===== src/rtl/tbah_pkg.sv =====
// ----------------------------------------------------------------------------
// tbah_pkg
// Shared types, sizes and helpers for the two-rate block average history.
// ----------------------------------------------------------------------------
package tbah_pkg;

  // decimation and history sizing
  localparam int RAW_SHORT_COUNT = 16;
  localparam int RAW_LONG_COUNT  = 64;
  localparam int HISTORY_DEPTH   = 32;
  localparam int MAX_READ_OUT    = 32;

  // field widths
  localparam int TEMP_W      = 16;
  localparam int PRESS_W     = 16;
  localparam int VIEW_W      = 2;
  localparam int VALUE_W     = 16;
  localparam int ENTRY_W     = TEMP_W + PRESS_W;
  localparam int FILL_W      = 8;
  localparam int TEMP_SUM_W  = 25;
  localparam int PRESS_SUM_W = 24;

  // ring addressing: one bit picks the ring, the rest pick the slot
  localparam int SLOT_W      = (HISTORY_DEPTH > 1) ? $clog2(HISTORY_DEPTH) : 1;
  localparam int RING_ADDR_W = SLOT_W + 1;
  localparam int MEM_DEPTH   = 2 ** RING_ADDR_W;

  // beats per read
  localparam int READ_N   = (HISTORY_DEPTH > MAX_READ_OUT) ? MAX_READ_OUT : HISTORY_DEPTH;
  localparam int RD_CNT_W = $clog2(MAX_READ_OUT + 1);

  // request codes
  localparam logic REQ_SAMPLE = 1'b0;
  localparam logic REQ_READ   = 1'b1;

  // view bit positions
  localparam int VIEW_PRESS_BIT = 0;
  localparam int VIEW_LONG_BIT  = 1;

  typedef enum logic [1:0] {
    ST_IDLE,
    ST_UPDATE,
    ST_READ
  } state_t;

  typedef struct packed {
    logic take_sample;
    logic wr_short;
    logic wr_long;
    logic start_read;
    logic rd_step;
  } cmd_t;

  typedef struct packed {
    logic short_full;
    logic long_full;
    logic out_free;
    logic rd_last;
  } sts_t;

  function automatic logic [SLOT_W-1:0] slot_inc(input logic [SLOT_W-1:0] s);
    logic [SLOT_W-1:0] r;
    if (s == SLOT_W'(HISTORY_DEPTH - 1)) begin
      r = '0;
    end else begin
      r = s + 1'b1;
    end
    return r;
  endfunction

  function automatic logic [SLOT_W-1:0] slot_dec(input logic [SLOT_W-1:0] s);
    logic [SLOT_W-1:0] r;
    if (s == '0) begin
      r = SLOT_W'(HISTORY_DEPTH - 1);
    end else begin
      r = s - 1'b1;
    end
    return r;
  endfunction

endpackage


===== src/rtl/tbah_ctrl.sv =====
// ----------------------------------------------------------------------------
// tbah_ctrl
// Sequencer: accepts requests, orders ring writes, paces read beats.
// ----------------------------------------------------------------------------
module tbah_ctrl (
  input  logic           clk,
  input  logic           rst_n,
  input  logic           in_valid,
  input  logic           in_req_type,
  output logic           in_stall,
  input  tbah_pkg::sts_t sts_i,
  output tbah_pkg::cmd_t cmd_o
);

  tbah_pkg::state_t state_r;
  tbah_pkg::state_t state_nxt;

  always_ff @(posedge clk) begin
    if (!rst_n) begin
      state_r <= tbah_pkg::ST_IDLE;
    end else begin
      state_r <= state_nxt;
    end
  end

  always_comb begin
    state_nxt = state_r;
    case (state_r)
      tbah_pkg::ST_IDLE: begin
        if (in_valid) begin
          state_nxt = (in_req_type == tbah_pkg::REQ_READ) ? tbah_pkg::ST_READ
                                                          : tbah_pkg::ST_UPDATE;
        end
      end
      tbah_pkg::ST_UPDATE: begin
        // both rings due: short this cycle, long the next
        if (!(sts_i.short_full && sts_i.long_full)) begin
          state_nxt = tbah_pkg::ST_IDLE;
        end
      end
      tbah_pkg::ST_READ: begin
        if (sts_i.out_free && sts_i.rd_last) begin
          state_nxt = tbah_pkg::ST_IDLE;
        end
      end
      default: state_nxt = tbah_pkg::ST_IDLE;
    endcase
  end

  always_comb begin
    in_stall = 1'b1;
    cmd_o    = '0;
    case (state_r)
      tbah_pkg::ST_IDLE: begin
        in_stall          = 1'b0;
        cmd_o.take_sample = in_valid && (in_req_type == tbah_pkg::REQ_SAMPLE);
        cmd_o.start_read  = in_valid && (in_req_type == tbah_pkg::REQ_READ);
      end
      tbah_pkg::ST_UPDATE: begin
        cmd_o.wr_short = sts_i.short_full;
        cmd_o.wr_long  = !sts_i.short_full && sts_i.long_full;
      end
      tbah_pkg::ST_READ: begin
        cmd_o.rd_step = sts_i.out_free;
      end
      default: begin
        in_stall = 1'b1;
      end
    endcase
  end

endmodule


===== src/rtl/tbah_dp.sv =====
// ----------------------------------------------------------------------------
// tbah_dp
// Running sums, block averages, history memory and the output beat register.
// ----------------------------------------------------------------------------
module tbah_dp (
  input  logic                                 clk,
  input  logic                                 rst_n,
  input  tbah_pkg::cmd_t                       cmd_i,
  output tbah_pkg::sts_t                       sts_o,
  input  logic signed [tbah_pkg::TEMP_W-1:0]   temp_i,
  input  logic        [tbah_pkg::PRESS_W-1:0]  press_i,
  input  logic        [tbah_pkg::VIEW_W-1:0]   view_i,
  output logic                                 out_valid,
  input  logic                                 out_stall,
  output logic signed [tbah_pkg::VALUE_W-1:0]  out_value,
  output logic                                 out_is_last
);

  logic        [tbah_pkg::FILL_W-1:0]      short_fill_r, long_fill_r;
  logic signed [tbah_pkg::TEMP_SUM_W-1:0]  short_temp_r, long_temp_r;
  logic        [tbah_pkg::PRESS_SUM_W-1:0] short_press_r, long_press_r;
  logic        [tbah_pkg::SLOT_W-1:0]      short_pos_r, long_pos_r;
  logic        [tbah_pkg::MEM_DEPTH-1:0]   valid_r;
  logic        [tbah_pkg::RD_CNT_W-1:0]    rd_left_r;
  logic                                    out_vld_r;

  logic                                    rd_ring_r, rd_half_r;
  logic        [tbah_pkg::SLOT_W-1:0]      rd_slot_r;
  logic        [tbah_pkg::ENTRY_W-1:0]     rd_q_r;
  logic                                    mask_q_r, half_q_r, last_q_r;

  logic        [tbah_pkg::ENTRY_W-1:0]     mem [tbah_pkg::MEM_DEPTH];

  logic signed [tbah_pkg::TEMP_SUM_W-1:0]  temp_ext;
  logic        [tbah_pkg::PRESS_SUM_W-1:0] press_ext;
  logic signed [tbah_pkg::TEMP_SUM_W-1:0]  short_tavg, long_tavg;
  logic        [tbah_pkg::PRESS_SUM_W-1:0] short_pavg, long_pavg;
  logic                                    mem_we;
  logic        [tbah_pkg::RING_ADDR_W-1:0] wr_addr, rd_addr;
  logic        [tbah_pkg::ENTRY_W-1:0]     wr_data;
  logic        [tbah_pkg::SLOT_W-1:0]      start_pos;

  assign temp_ext  = tbah_pkg::TEMP_SUM_W'(temp_i);
  assign press_ext = tbah_pkg::PRESS_SUM_W'(press_i);

  // signed divide truncates toward zero
  assign short_tavg = short_temp_r / tbah_pkg::TEMP_SUM_W'(tbah_pkg::RAW_SHORT_COUNT);
  assign long_tavg  = long_temp_r / tbah_pkg::TEMP_SUM_W'(tbah_pkg::RAW_LONG_COUNT);
  assign short_pavg = short_press_r / tbah_pkg::PRESS_SUM_W'(tbah_pkg::RAW_SHORT_COUNT);
  assign long_pavg  = long_press_r / tbah_pkg::PRESS_SUM_W'(tbah_pkg::RAW_LONG_COUNT);

  assign mem_we  = cmd_i.wr_short || cmd_i.wr_long;
  assign wr_addr = cmd_i.wr_long ? {1'b1, long_pos_r} : {1'b0, short_pos_r};
  assign wr_data = cmd_i.wr_long
                 ? {long_pavg[tbah_pkg::PRESS_W-1:0], long_tavg[tbah_pkg::TEMP_W-1:0]}
                 : {short_pavg[tbah_pkg::PRESS_W-1:0], short_tavg[tbah_pkg::TEMP_W-1:0]};
  assign rd_addr = {rd_ring_r, rd_slot_r};

  assign start_pos = view_i[tbah_pkg::VIEW_LONG_BIT] ? long_pos_r : short_pos_r;

  assign sts_o.short_full = short_fill_r >= tbah_pkg::FILL_W'(tbah_pkg::RAW_SHORT_COUNT);
  assign sts_o.long_full  = long_fill_r >= tbah_pkg::FILL_W'(tbah_pkg::RAW_LONG_COUNT);
  assign sts_o.out_free   = !out_vld_r || !out_stall;
  assign sts_o.rd_last    = rd_left_r == tbah_pkg::RD_CNT_W'(1);

  // control state and accumulators
  always_ff @(posedge clk) begin
    if (!rst_n) begin
      short_fill_r  <= '0;
      long_fill_r   <= '0;
      short_temp_r  <= '0;
      long_temp_r   <= '0;
      short_press_r <= '0;
      long_press_r  <= '0;
      short_pos_r   <= '0;
      long_pos_r    <= '0;
      valid_r       <= '0;
      rd_left_r     <= '0;
      out_vld_r     <= 1'b0;
    end else begin
      if (cmd_i.take_sample) begin
        short_fill_r  <= short_fill_r + 1'b1;
        long_fill_r   <= long_fill_r + 1'b1;
        short_temp_r  <= short_temp_r + temp_ext;
        long_temp_r   <= long_temp_r + temp_ext;
        short_press_r <= short_press_r + press_ext;
        long_press_r  <= long_press_r + press_ext;
      end
      if (cmd_i.wr_short) begin
        short_fill_r  <= '0;
        short_temp_r  <= '0;
        short_press_r <= '0;
        short_pos_r   <= tbah_pkg::slot_inc(short_pos_r);
      end
      if (cmd_i.wr_long) begin
        long_fill_r  <= '0;
        long_temp_r  <= '0;
        long_press_r <= '0;
        long_pos_r   <= tbah_pkg::slot_inc(long_pos_r);
      end
      if (mem_we) begin
        valid_r[wr_addr] <= 1'b1;
      end
      if (cmd_i.start_read) begin
        rd_left_r <= tbah_pkg::RD_CNT_W'(tbah_pkg::READ_N);
      end else if (cmd_i.rd_step) begin
        rd_left_r <= rd_left_r - 1'b1;
      end
      if (cmd_i.rd_step) begin
        out_vld_r <= 1'b1;
      end else if (!out_stall) begin
        out_vld_r <= 1'b0;
      end
    end
  end

  // read walker and output beat payload
  always_ff @(posedge clk) begin
    if (cmd_i.start_read) begin
      rd_ring_r <= view_i[tbah_pkg::VIEW_LONG_BIT];
      rd_half_r <= view_i[tbah_pkg::VIEW_PRESS_BIT];
      rd_slot_r <= tbah_pkg::slot_dec(start_pos);
    end else if (cmd_i.rd_step) begin
      rd_slot_r <= tbah_pkg::slot_dec(rd_slot_r);
    end
    if (cmd_i.rd_step) begin
      mask_q_r <= valid_r[rd_addr];
      half_q_r <= rd_half_r;
      last_q_r <= sts_o.rd_last;
    end
  end

  // history memory, one write or one read per cycle
  always_ff @(posedge clk) begin
    if (mem_we) begin
      mem[wr_addr] <= wr_data;
    end
    if (cmd_i.rd_step) begin
      rd_q_r <= mem[rd_addr];
    end
  end

  // slots never written read as zero
  always_comb begin
    out_value = '0;
    if (mask_q_r) begin
      out_value = half_q_r ? rd_q_r[tbah_pkg::ENTRY_W-1:tbah_pkg::TEMP_W]
                           : rd_q_r[tbah_pkg::TEMP_W-1:0];
    end
  end

  assign out_valid   = out_vld_r;
  assign out_is_last = last_q_r;

`ifndef NO_ASSERTIONS
  a_short_clear: assert property (@(posedge clk) disable iff (!rst_n)
    cmd_i.wr_short |=> (short_fill_r == '0) && (short_temp_r == '0))
    else $error("short decimator not cleared after ring write");

  a_fill_bound: assert property (@(posedge clk) disable iff (!rst_n)
    (short_fill_r <= tbah_pkg::FILL_W'(tbah_pkg::RAW_SHORT_COUNT)) &&
    (long_fill_r <= tbah_pkg::FILL_W'(tbah_pkg::RAW_LONG_COUNT)))
    else $error("fill count overran block size");

  a_step_has_work: assert property (@(posedge clk) disable iff (!rst_n)
    cmd_i.rd_step |-> (rd_left_r != '0))
    else $error("read beat issued with no entries left");

  a_beat_source: assert property (@(posedge clk) disable iff (!rst_n)
    $rose(out_vld_r) |-> $past(cmd_i.rd_step))
    else $error("output beat appeared without a read step");

  a_no_rw_clash: assert property (@(posedge clk) disable iff (!rst_n)
    mem_we |-> !cmd_i.rd_step && !(cmd_i.wr_short && cmd_i.wr_long))
    else $error("history memory port oversubscribed");
`endif

endmodule


===== src/rtl/two_rate_block_average_history.sv =====
// ----------------------------------------------------------------------------
// two_rate_block_average_history
// Short and long block averager of temperature/pressure with history readout.
// ----------------------------------------------------------------------------
// A sample beat passes the idle and the update state, and stays in update for
// the long ring write when the short and long blocks close on the same sample,
// since both history rings share one memory write port. A read beat emits one
// entry per cycle while out_stall is low (32 entries, newest first, is_last on
// the oldest); the next request is taken once the last entry has entered the
// output register. History contents reset to zero through per-entry valid
// bits that reset clears at once, so there is no clearing pass after reset.
module two_rate_block_average_history (
  input  logic                                 clk,
  input  logic                                 rst_n,
  input  logic                                 in_valid,
  output logic                                 in_stall,
  input  logic                                 in_req_type,
  input  logic signed [tbah_pkg::TEMP_W-1:0]   in_temperature,
  input  logic        [tbah_pkg::PRESS_W-1:0]  in_pressure,
  input  logic        [tbah_pkg::VIEW_W-1:0]   in_view,
  output logic                                 out_valid,
  input  logic                                 out_stall,
  output logic signed [tbah_pkg::VALUE_W-1:0]  out_value,
  output logic                                 out_is_last
);

  tbah_pkg::cmd_t cmd;
  tbah_pkg::sts_t sts;

  tbah_ctrl u_ctrl (
    .clk         (clk),
    .rst_n       (rst_n),
    .in_valid    (in_valid),
    .in_req_type (in_req_type),
    .in_stall    (in_stall),
    .sts_i       (sts),
    .cmd_o       (cmd)
  );

  tbah_dp u_dp (
    .clk         (clk),
    .rst_n       (rst_n),
    .cmd_i       (cmd),
    .sts_o       (sts),
    .temp_i      (in_temperature),
    .press_i     (in_pressure),
    .view_i      (in_view),
    .out_valid   (out_valid),
    .out_stall   (out_stall),
    .out_value   (out_value),
    .out_is_last (out_is_last)
  );

endmodule


===== config.mk =====
export PLATFORM = sky130hd
export DESIGN_NAME = two_rate_block_average_history
export DESIGN_NICKNAME = d
export VERILOG_FILES = /design/src/rtl/tbah_pkg.sv /design/src/rtl/tbah_ctrl.sv /design/src/rtl/tbah_dp.sv /design/src/rtl/two_rate_block_average_history.sv
export SDC_FILE = /design/constraint.sdc
export NUM_CORES = 2
export LEC_CHECK = 0
export BUFFER_PORTS_ARGS = -buffer_cell sky130_fd_sc_hd__buf_4
export CORE_ASPECT_RATIO = 1.1
export CORE_UTILIZATION = 40
export CTS_CLUSTER_SIZE = 20
export DETAILED_ROUTE_END_ITERATION = 16
export PLACE_DENSITY = 0.61
export SYNTH_ARGS = -nofsm -noshare
export SYNTH_HDL_FRONTEND = slang
export SYNTH_SLANG_ARGS = --single-unit

===== constraint.sdc =====
create_clock -name clk -period 11.3 [get_ports clk]
set_clock_uncertainty 0.15 [all_clocks]
set_input_delay 0 -clock clk [delete_from_list [all_inputs] [get_ports clk]]
set_output_delay 0 -clock clk [all_outputs]
set_load 0.01 [all_outputs]

=== After elaboration in Yosys (flattened, before gate mapping) ===
Memory sizes are Yosys's and may differ from the RTL's. A register that Yosys moved wholly into a read port is not among the register bits.
Cells that the tools add are included.

* Reduce and logical (&&, ||, !) cells: 21
* Order comparisons: 5
* Bitwise operators: 5
* Multiplexer cells: 31
* $add $sub $neg: 13
* Eq/ne operators: 9

{| class="wikitable"
|+ Operators with widths
! kind !! number
|-
| 64-bit bitwise OR || 1
|-
| 25-bit by 16-bit adder with 25-bit output || 2
|-
| 24-bit by 16-bit adder with 24-bit output || 2
|-
| 5-bit 2-to-1 mux || 7
|-
| 16-bit by 1-bit adder with 16-bit output || 2
|-
| 16-bit 2-to-1 mux || 2
|-
| 32-bit 2-to-1 mux || 1
|-
| 6-bit 2-to-1 mux || 3
|-
| 8-bit by 1-bit adder with 8-bit output, second input constant || 2
|-
| 6-bit by 7-bit less-than comparator with 1-bit output, second input constant || 2
|-
| 5-bit by 1-bit adder with 5-bit output, second input constant || 2
|-
| 5-bit equality test, second input constant || 2
|-
| 5-bit logical NOT || 2
|-
| 1-bit 2-to-1 mux || 10
|-
| 2-bit 2-to-1 mux || 5
|-
| 5-bit by 1-bit subtractor with 5-bit output, second input constant || 2
|-
| 8-bit by 5-bit >= comparator with 1-bit output, second input constant || 1
|-
| 8-bit by 7-bit >= comparator with 1-bit output, second input constant || 1
|-
| 1-bit binary-select mux with 6-bit select || 1
|-
| 1-bit demux with 6-bit select || 1
|-
| 6-bit by 1-bit equality test with 1-bit output, second input constant || 1
|-
| 6-bit by 1-bit >= comparator with 1-bit output, second input constant || 1
|-
| 1-bit logical AND || 6
|-
| 2-bit one-hot mux with 3 select lines || 1
|-
| 15 further kinds || 24
|}

* Output and inout bits: 19
* Memories: 1
* Logic and storage cells: 104
* RAM bits: 2048
* Register bits after elaboration: 207
* Bits of input ports: 39

{| class="wikitable"
|+ Memory list
! name !! words !! width !! read ports !! clocked after Yosys merged registers in !! write ports !! line !! RTL
|-
| u_dp.mem || 64 || 32 || 1 || 1 || 1 || tbah_dp.sv:32 || <nowiki>logic [tbah_pkg::ENTRY_W-1:0] mem [tbah_pkg::MEM_DEPTH];</nowiki>
|}

=== Depth between registers and ports, before layout ===
* Word-level depth: 10
* Mapped depth: 12
* Mapped depth without buffers: 12

=== By module ===
A second synthesis with hierarchy kept.

* Cell total of the unflattened synthesis: 4642
* Area, all modules: 92038.3 um^2

{| class="wikitable"
|+ Modules (own cells, without submodules)
! module !! cells each !! seq. area each (um^2) !! area each (um^2) !! times used
|-
| tbah_dp || 4626 || 66543.8 || 91898.1 || 1
|-
| tbah_ctrl || 16 || 40.0 || 140.1 || 1
|}

=== Worst setup path before layout ===
Ideal clock, no wire load.

* Path kind: register to register
* From: register u_dp.long_temp_r[1] (netlist name)
* To: memory u_dp.mem[0][13] (netlist name), data pin
* Path buffers: 0
* Data arrival time: 4.323 ns
* Setup time: 0.701 ns
* Data required time: 10.449 ns
* Clock period less this slack: 5.175 ns
* Setup slack: 6.125 ns
* Cell stages (with the launch flop): 9
* Cell sequence: dfxtp_1 > or4_1 > o31a_1 > ha_1 > and3_1 > nand3_1 > nor3_1 > xnor2_1 > o21ai_0

* Word-level cells in the longest chain between the ends: 4

{| class="wikitable"
|+ RTL lines
! element !! line !! RTL
|-
| from (decl) || tbah_dp.sv:20 || <nowiki>logic signed [tbah_pkg::TEMP_SUM_W-1:0] short_temp_r, long_temp_r;</nowiki>
|-
| from (signal assigned) || tbah_dp.sv:85 || <nowiki>long_temp_r <= long_temp_r + temp_ext;</nowiki>
|-
| 6-bit OR reduction (no line) || n/a ||
|-
| 1-bit AND (no line) || n/a ||
|-
| 16-bit by 1-bit adder with 16-bit output (no line) || n/a ||
|-
| 32-bit 2-to-1 mux || tbah_dp.sv:55 || <nowiki>? {long_pavg[tbah_pkg::PRESS_W-1:0], long_tavg[tbah_pkg::TEMP_W-1:0]}</nowiki>
|-
| via u_dp.wr_data, one bit || tbah_dp.sv:40 || <nowiki>logic [tbah_pkg::ENTRY_W-1:0] wr_data;</nowiki>
|-
| to (decl) || tbah_dp.sv:32 ||
|}

The timed path passes the listed nets, and every way through them passes these cells.

==> summary.md <==
| Metric | Value |
|---|---|
| First-pass GRT wire length | 325000 microns |
| Vias per inst | 5.73 |
| Reg2reg end | u_dp.rd_q_r[2]$_DFFE_PP_ |
| Final Util | 45.9% |
| Tightest Pin Transition | 1.32 ns |
| Sw power | 3.98 mW |
| Vias in the first global route | 46500 |
| Register share of total power | 51.8% |
| Worst Setup SP | u_dp.rd_slot_r[0]$_DFFE_PP_ |
| # placed instances | 7391 |
| Via Count | 45100 |
| Core Region | 226000 sq um |
| Worst-skew pair later-pin latency | 0.86 ns |
| Sequential share of the synthesized area | 73.1% |
| Drt pass-1 iters | 7 |
| Largest net degree at the start of global routing | 138 |
| Synth Area in Adders | 1.41% |
| Initial antenna violation count | 10 |
| RSZ-0062 raised after global routing | no |
| Synth Area in Compound Gates | 2.78% |
| Fraction of layout cells with a size suffix above 1 | 26.4% |
| Crit end category | flop |
| I/O Buffers | 57 |
| Reg2Reg Depth | 6 |
| Worst Path Arrival | 5.28 ns |
| Die ar. | 230000 sq um |
| Worst Path Required | 11.74 ns |
| Final Power | 18.0 mW |
| Mapped Nets | 4615 |
| IO Pins | 58 |
| Post-layout instance area | 104000 sq um |
| DRT Wirelength | 225000 microns |
| CTS tree | done |
| Synth Area in XOR/XNOR | 1.10% |
| Hold Fails Final Rpt | 0 |
| Total power density per cell area | 173 nW/um^2 |
| Starting density of the core | 40.3% |
| Ys async rst share | 0% |
| Mux share of post-synthesis cell area | 17.4% |
| Root buffer cell | clkbuf_16 |
| Final Hold Slack | 0.0378 ns |
| Placement Cell Area | 95900 sq um |
| Class of the worst hold path | input pin to flop |
| Slew headroom | 12.3% |
| Worst vdd ir | 161 uV |
| Final period util | 42.8% |
| Setup TNS | 0 ns |
| GR Overflow Total | 0 |
| Clock sink total | 2281 |
| Pint | 14.0 mW |
| Maximum buffer depth of the clock tree | 3 |
| Critical path class | flop to flop |
| Reg2reg start | u_dp.rd_slot_r[0]$_DFFE_PP_ |
| F_max | 207 MHz |
| Main combinational cell family by area after synthesis | multiplexers |
| Resized Gates After CTS | 0 |
| Syn Area/Cell | 20.4 sq um |
| Total CTS buffers | 218 |
| Final setup margin | 6.46 ns |
| Per-cell routed wire length | 28.5 microns |
| Place WS | 6.30 ns |
| Clock power frac | 40.5% |
| Setup bufs post-CTS | 0 |
| Worst reg2reg setup slack | 6.46 ns |
| DRC | 0 |
| Die X-Extent | 457 microns |
| LEAKAGE | 33.9 nW |
| Synth cell types | 66 |
| Synth Flop Type | edfxtp_1 |
| #FFs+latches synth | 2281 |
| Crit path to | u_dp.rd_q_r[2]$_DFFE_PP_ |
| Cells after synthesis | 4476 |
| Sw Share | 22.1% |
| Final Max Slew Viols | 0 |
| Hold-fix buffers, CTS | 72 |
| Number of synthesized flops with an enable pin | 2090 |
| Combinational group share of total power | 7.7% |
| Non-Filler Instances | 7875 |
| Status | completed |
| Total GRT Usage | 19.6% |
| Tmin final | 4.84 ns |
| Critical path launch point type | flop |
| Row Count | 183 |
| Post-DP HPWL | 123000 microns |
| Die height | 503 microns |
| Area Overhead vs Synth | 13.9% |
| Max-cap violation count | 0 |
| RD Place Congestion | 0.796 |
| Htree depth | 4 |
| Synth warn | 0 |
| CTS clk-pin slew, worst paths | 0.06 ns |
| Antenna-violating nets left | 0 |
| Iter 0 DRT Violations | 4189 |
| Final net count | 4862 |
| Final setup violation count | 0 |
| Simple-Gate Fraction of Synth Area | 3.03% |
| Post-synthesis cell area | 91100 sq um |
| CP Max Fanout | 106 |
==> worst min-delay path by stage <==
stage	end	cells after the start	slack (ns)	startpoint
after floorplan	u_dp.rd_half_r$_DFFE_PP_	0	-0.05	in_view[0]
after global placement	u_dp.rd_half_r$_DFFE_PP_	1	0.10	in_view[0]
after detailed placement	u_dp.rd_half_r$_DFFE_PP_	1	0.11	in_view[0]
after CTS	u_dp.short_press_r[4]$_SDFFE_PP0P_	6	0.003	in_pressure[4]
after global routing	u_dp.rd_ring_r$_DFFE_PP_	2	0.009	in_view[1]
final	u_dp.rd_ring_r$_DFFE_PP_	2	0.04	in_view[1]
==> cells by family after synthesis <==
kind of cell	after synthesis
xor+xnor	114
fa+ha+maj	100
buf+inv	256
flops	2281
mux	720
compound gates	397
simple gates	608
==> cell usage after synthesis (4+ instances only) <==
cell type | number | area [sq um]
a21o_1 | 36 | 270
dfxtp_1 | 191 | 3820
clkbuf_1 | 125 | 469
o21bai_1 | 13 | 97.6
nand4_1 | 20 | 125
a211o_1 | 5 | 43.8
fa_1 | 4 | 80.1
a211oi_1 | 17 | 128
o21a_1 | 72 | 541
ha_1 | 96 | 1200
and4_1 | 5 | 43.8
buf_2 | 46 | 230
o31ai_1 | 6 | 45.0
mux2i_1 | 26 | 260
o21ai_1 | 15 | 75.1
buf_1 | 32 | 120
nor3_1 | 30 | 150
or4_1 | 7 | 52.6
nand2b_1 | 15 | 93.8
a21oi_1 | 130 | 651
edfxtp_1 | 2090 | 62800
nand2_1 | 246 | 923
mux4_2 | 693 | 15600
a21boi_0 | 8 | 60.1
buf_4 | 14 | 105
xnor2_1 | 72 | 631
a31oi_1 | 16 | 100
nor2_1 | 152 | 571
nand3b_1 | 4 | 30.0
o41ai_1 | 4 | 35.0
nor2b_1 | 32 | 200
nand3_1 | 46 | 230
inv_1 | 32 | 120
xor2_1 | 42 | 368
or3_1 | 10 | 62.6
o21ai_0 | 47 | 235
and3_1 | 23 | 144
==> registers in the layout, summed over array words and instances, names as in the netlist <==
name,cells
u_ctrl.state_r,2
u_dp.half_q_r,1
u_dp.long_fill_r,8
u_dp.long_pos_r,5
u_dp.long_press_r,22
u_dp.long_temp_r,25
u_dp.mask_q_r,1
u_dp.mem,2048
u_dp.out_is_last,1
u_dp.out_valid,1
u_dp.rd_half_r,1
u_dp.rd_left_r,6
u_dp.rd_q_r,32
u_dp.rd_ring_r,1
u_dp.rd_slot_r,5
u_dp.short_fill_r,8
u_dp.short_pos_r,5
u_dp.short_press_r,20
u_dp.short_temp_r,25
u_dp.valid_r,64
==> layer usage <==
metal  GRT usage (%)  wire, microns  up-vias  share of wire [%]
li1                -              -    19000                  -
met1            26.1          91800    24300                 41
met2            33.5         114000     1494                 51
met3            2.56          13200      257                5.9
met4            5.87           5710        0                2.5
met5               0              0        -                  0
==> cell type report <==
class / count / area (sq um)
Clock inverter: 126 / 1170
Multi-Input combinational cell: 1939 / 24200
Tap cell: 2960 / 3700
Clock buffer: 284 / 5980
Inverter: 36 / 135
Antenna cell: 2 / 5.00
Sequential cell: 2281 / 66600
Fill cell: 18800 / 122000
Timing Repair Buffer: 247 / 2070
==> power groups by stage <==
stage                     clock (mW)  sequential (mW)  combinational, mW
after floorplan                    0             9.49              0.963
after global placement             0             9.50               1.35
after detailed placement           0             9.50               1.37
after CTS                       7.41             9.32               1.40
after global routing            7.71             9.32               1.49
final                           7.29             9.32               1.39
==> critical path: stages (launching register included) <==
cell and delay, ns:
edfxtp_1 0.35, buf_4 0.74, buf_12 0.72, buf_4 0.86
mux4_2 0.62, mux4_2 0.51, mux4_2 0.46
==> placed cells by master, fill, tap and decap left out, drive strengths merged, types with 62 or more instances in the layout <==
cell type       n
buf           175
o21a           72
edfxtp       2090
nor2          152
o21ai          62
ha             96
mux4          693
xnor2          72
dlygate4sd3    72
a21oi         130
clkinv         95
nand2         246
clkbuf        284
dfxtp         191
(Power assumes the default switching activity.)
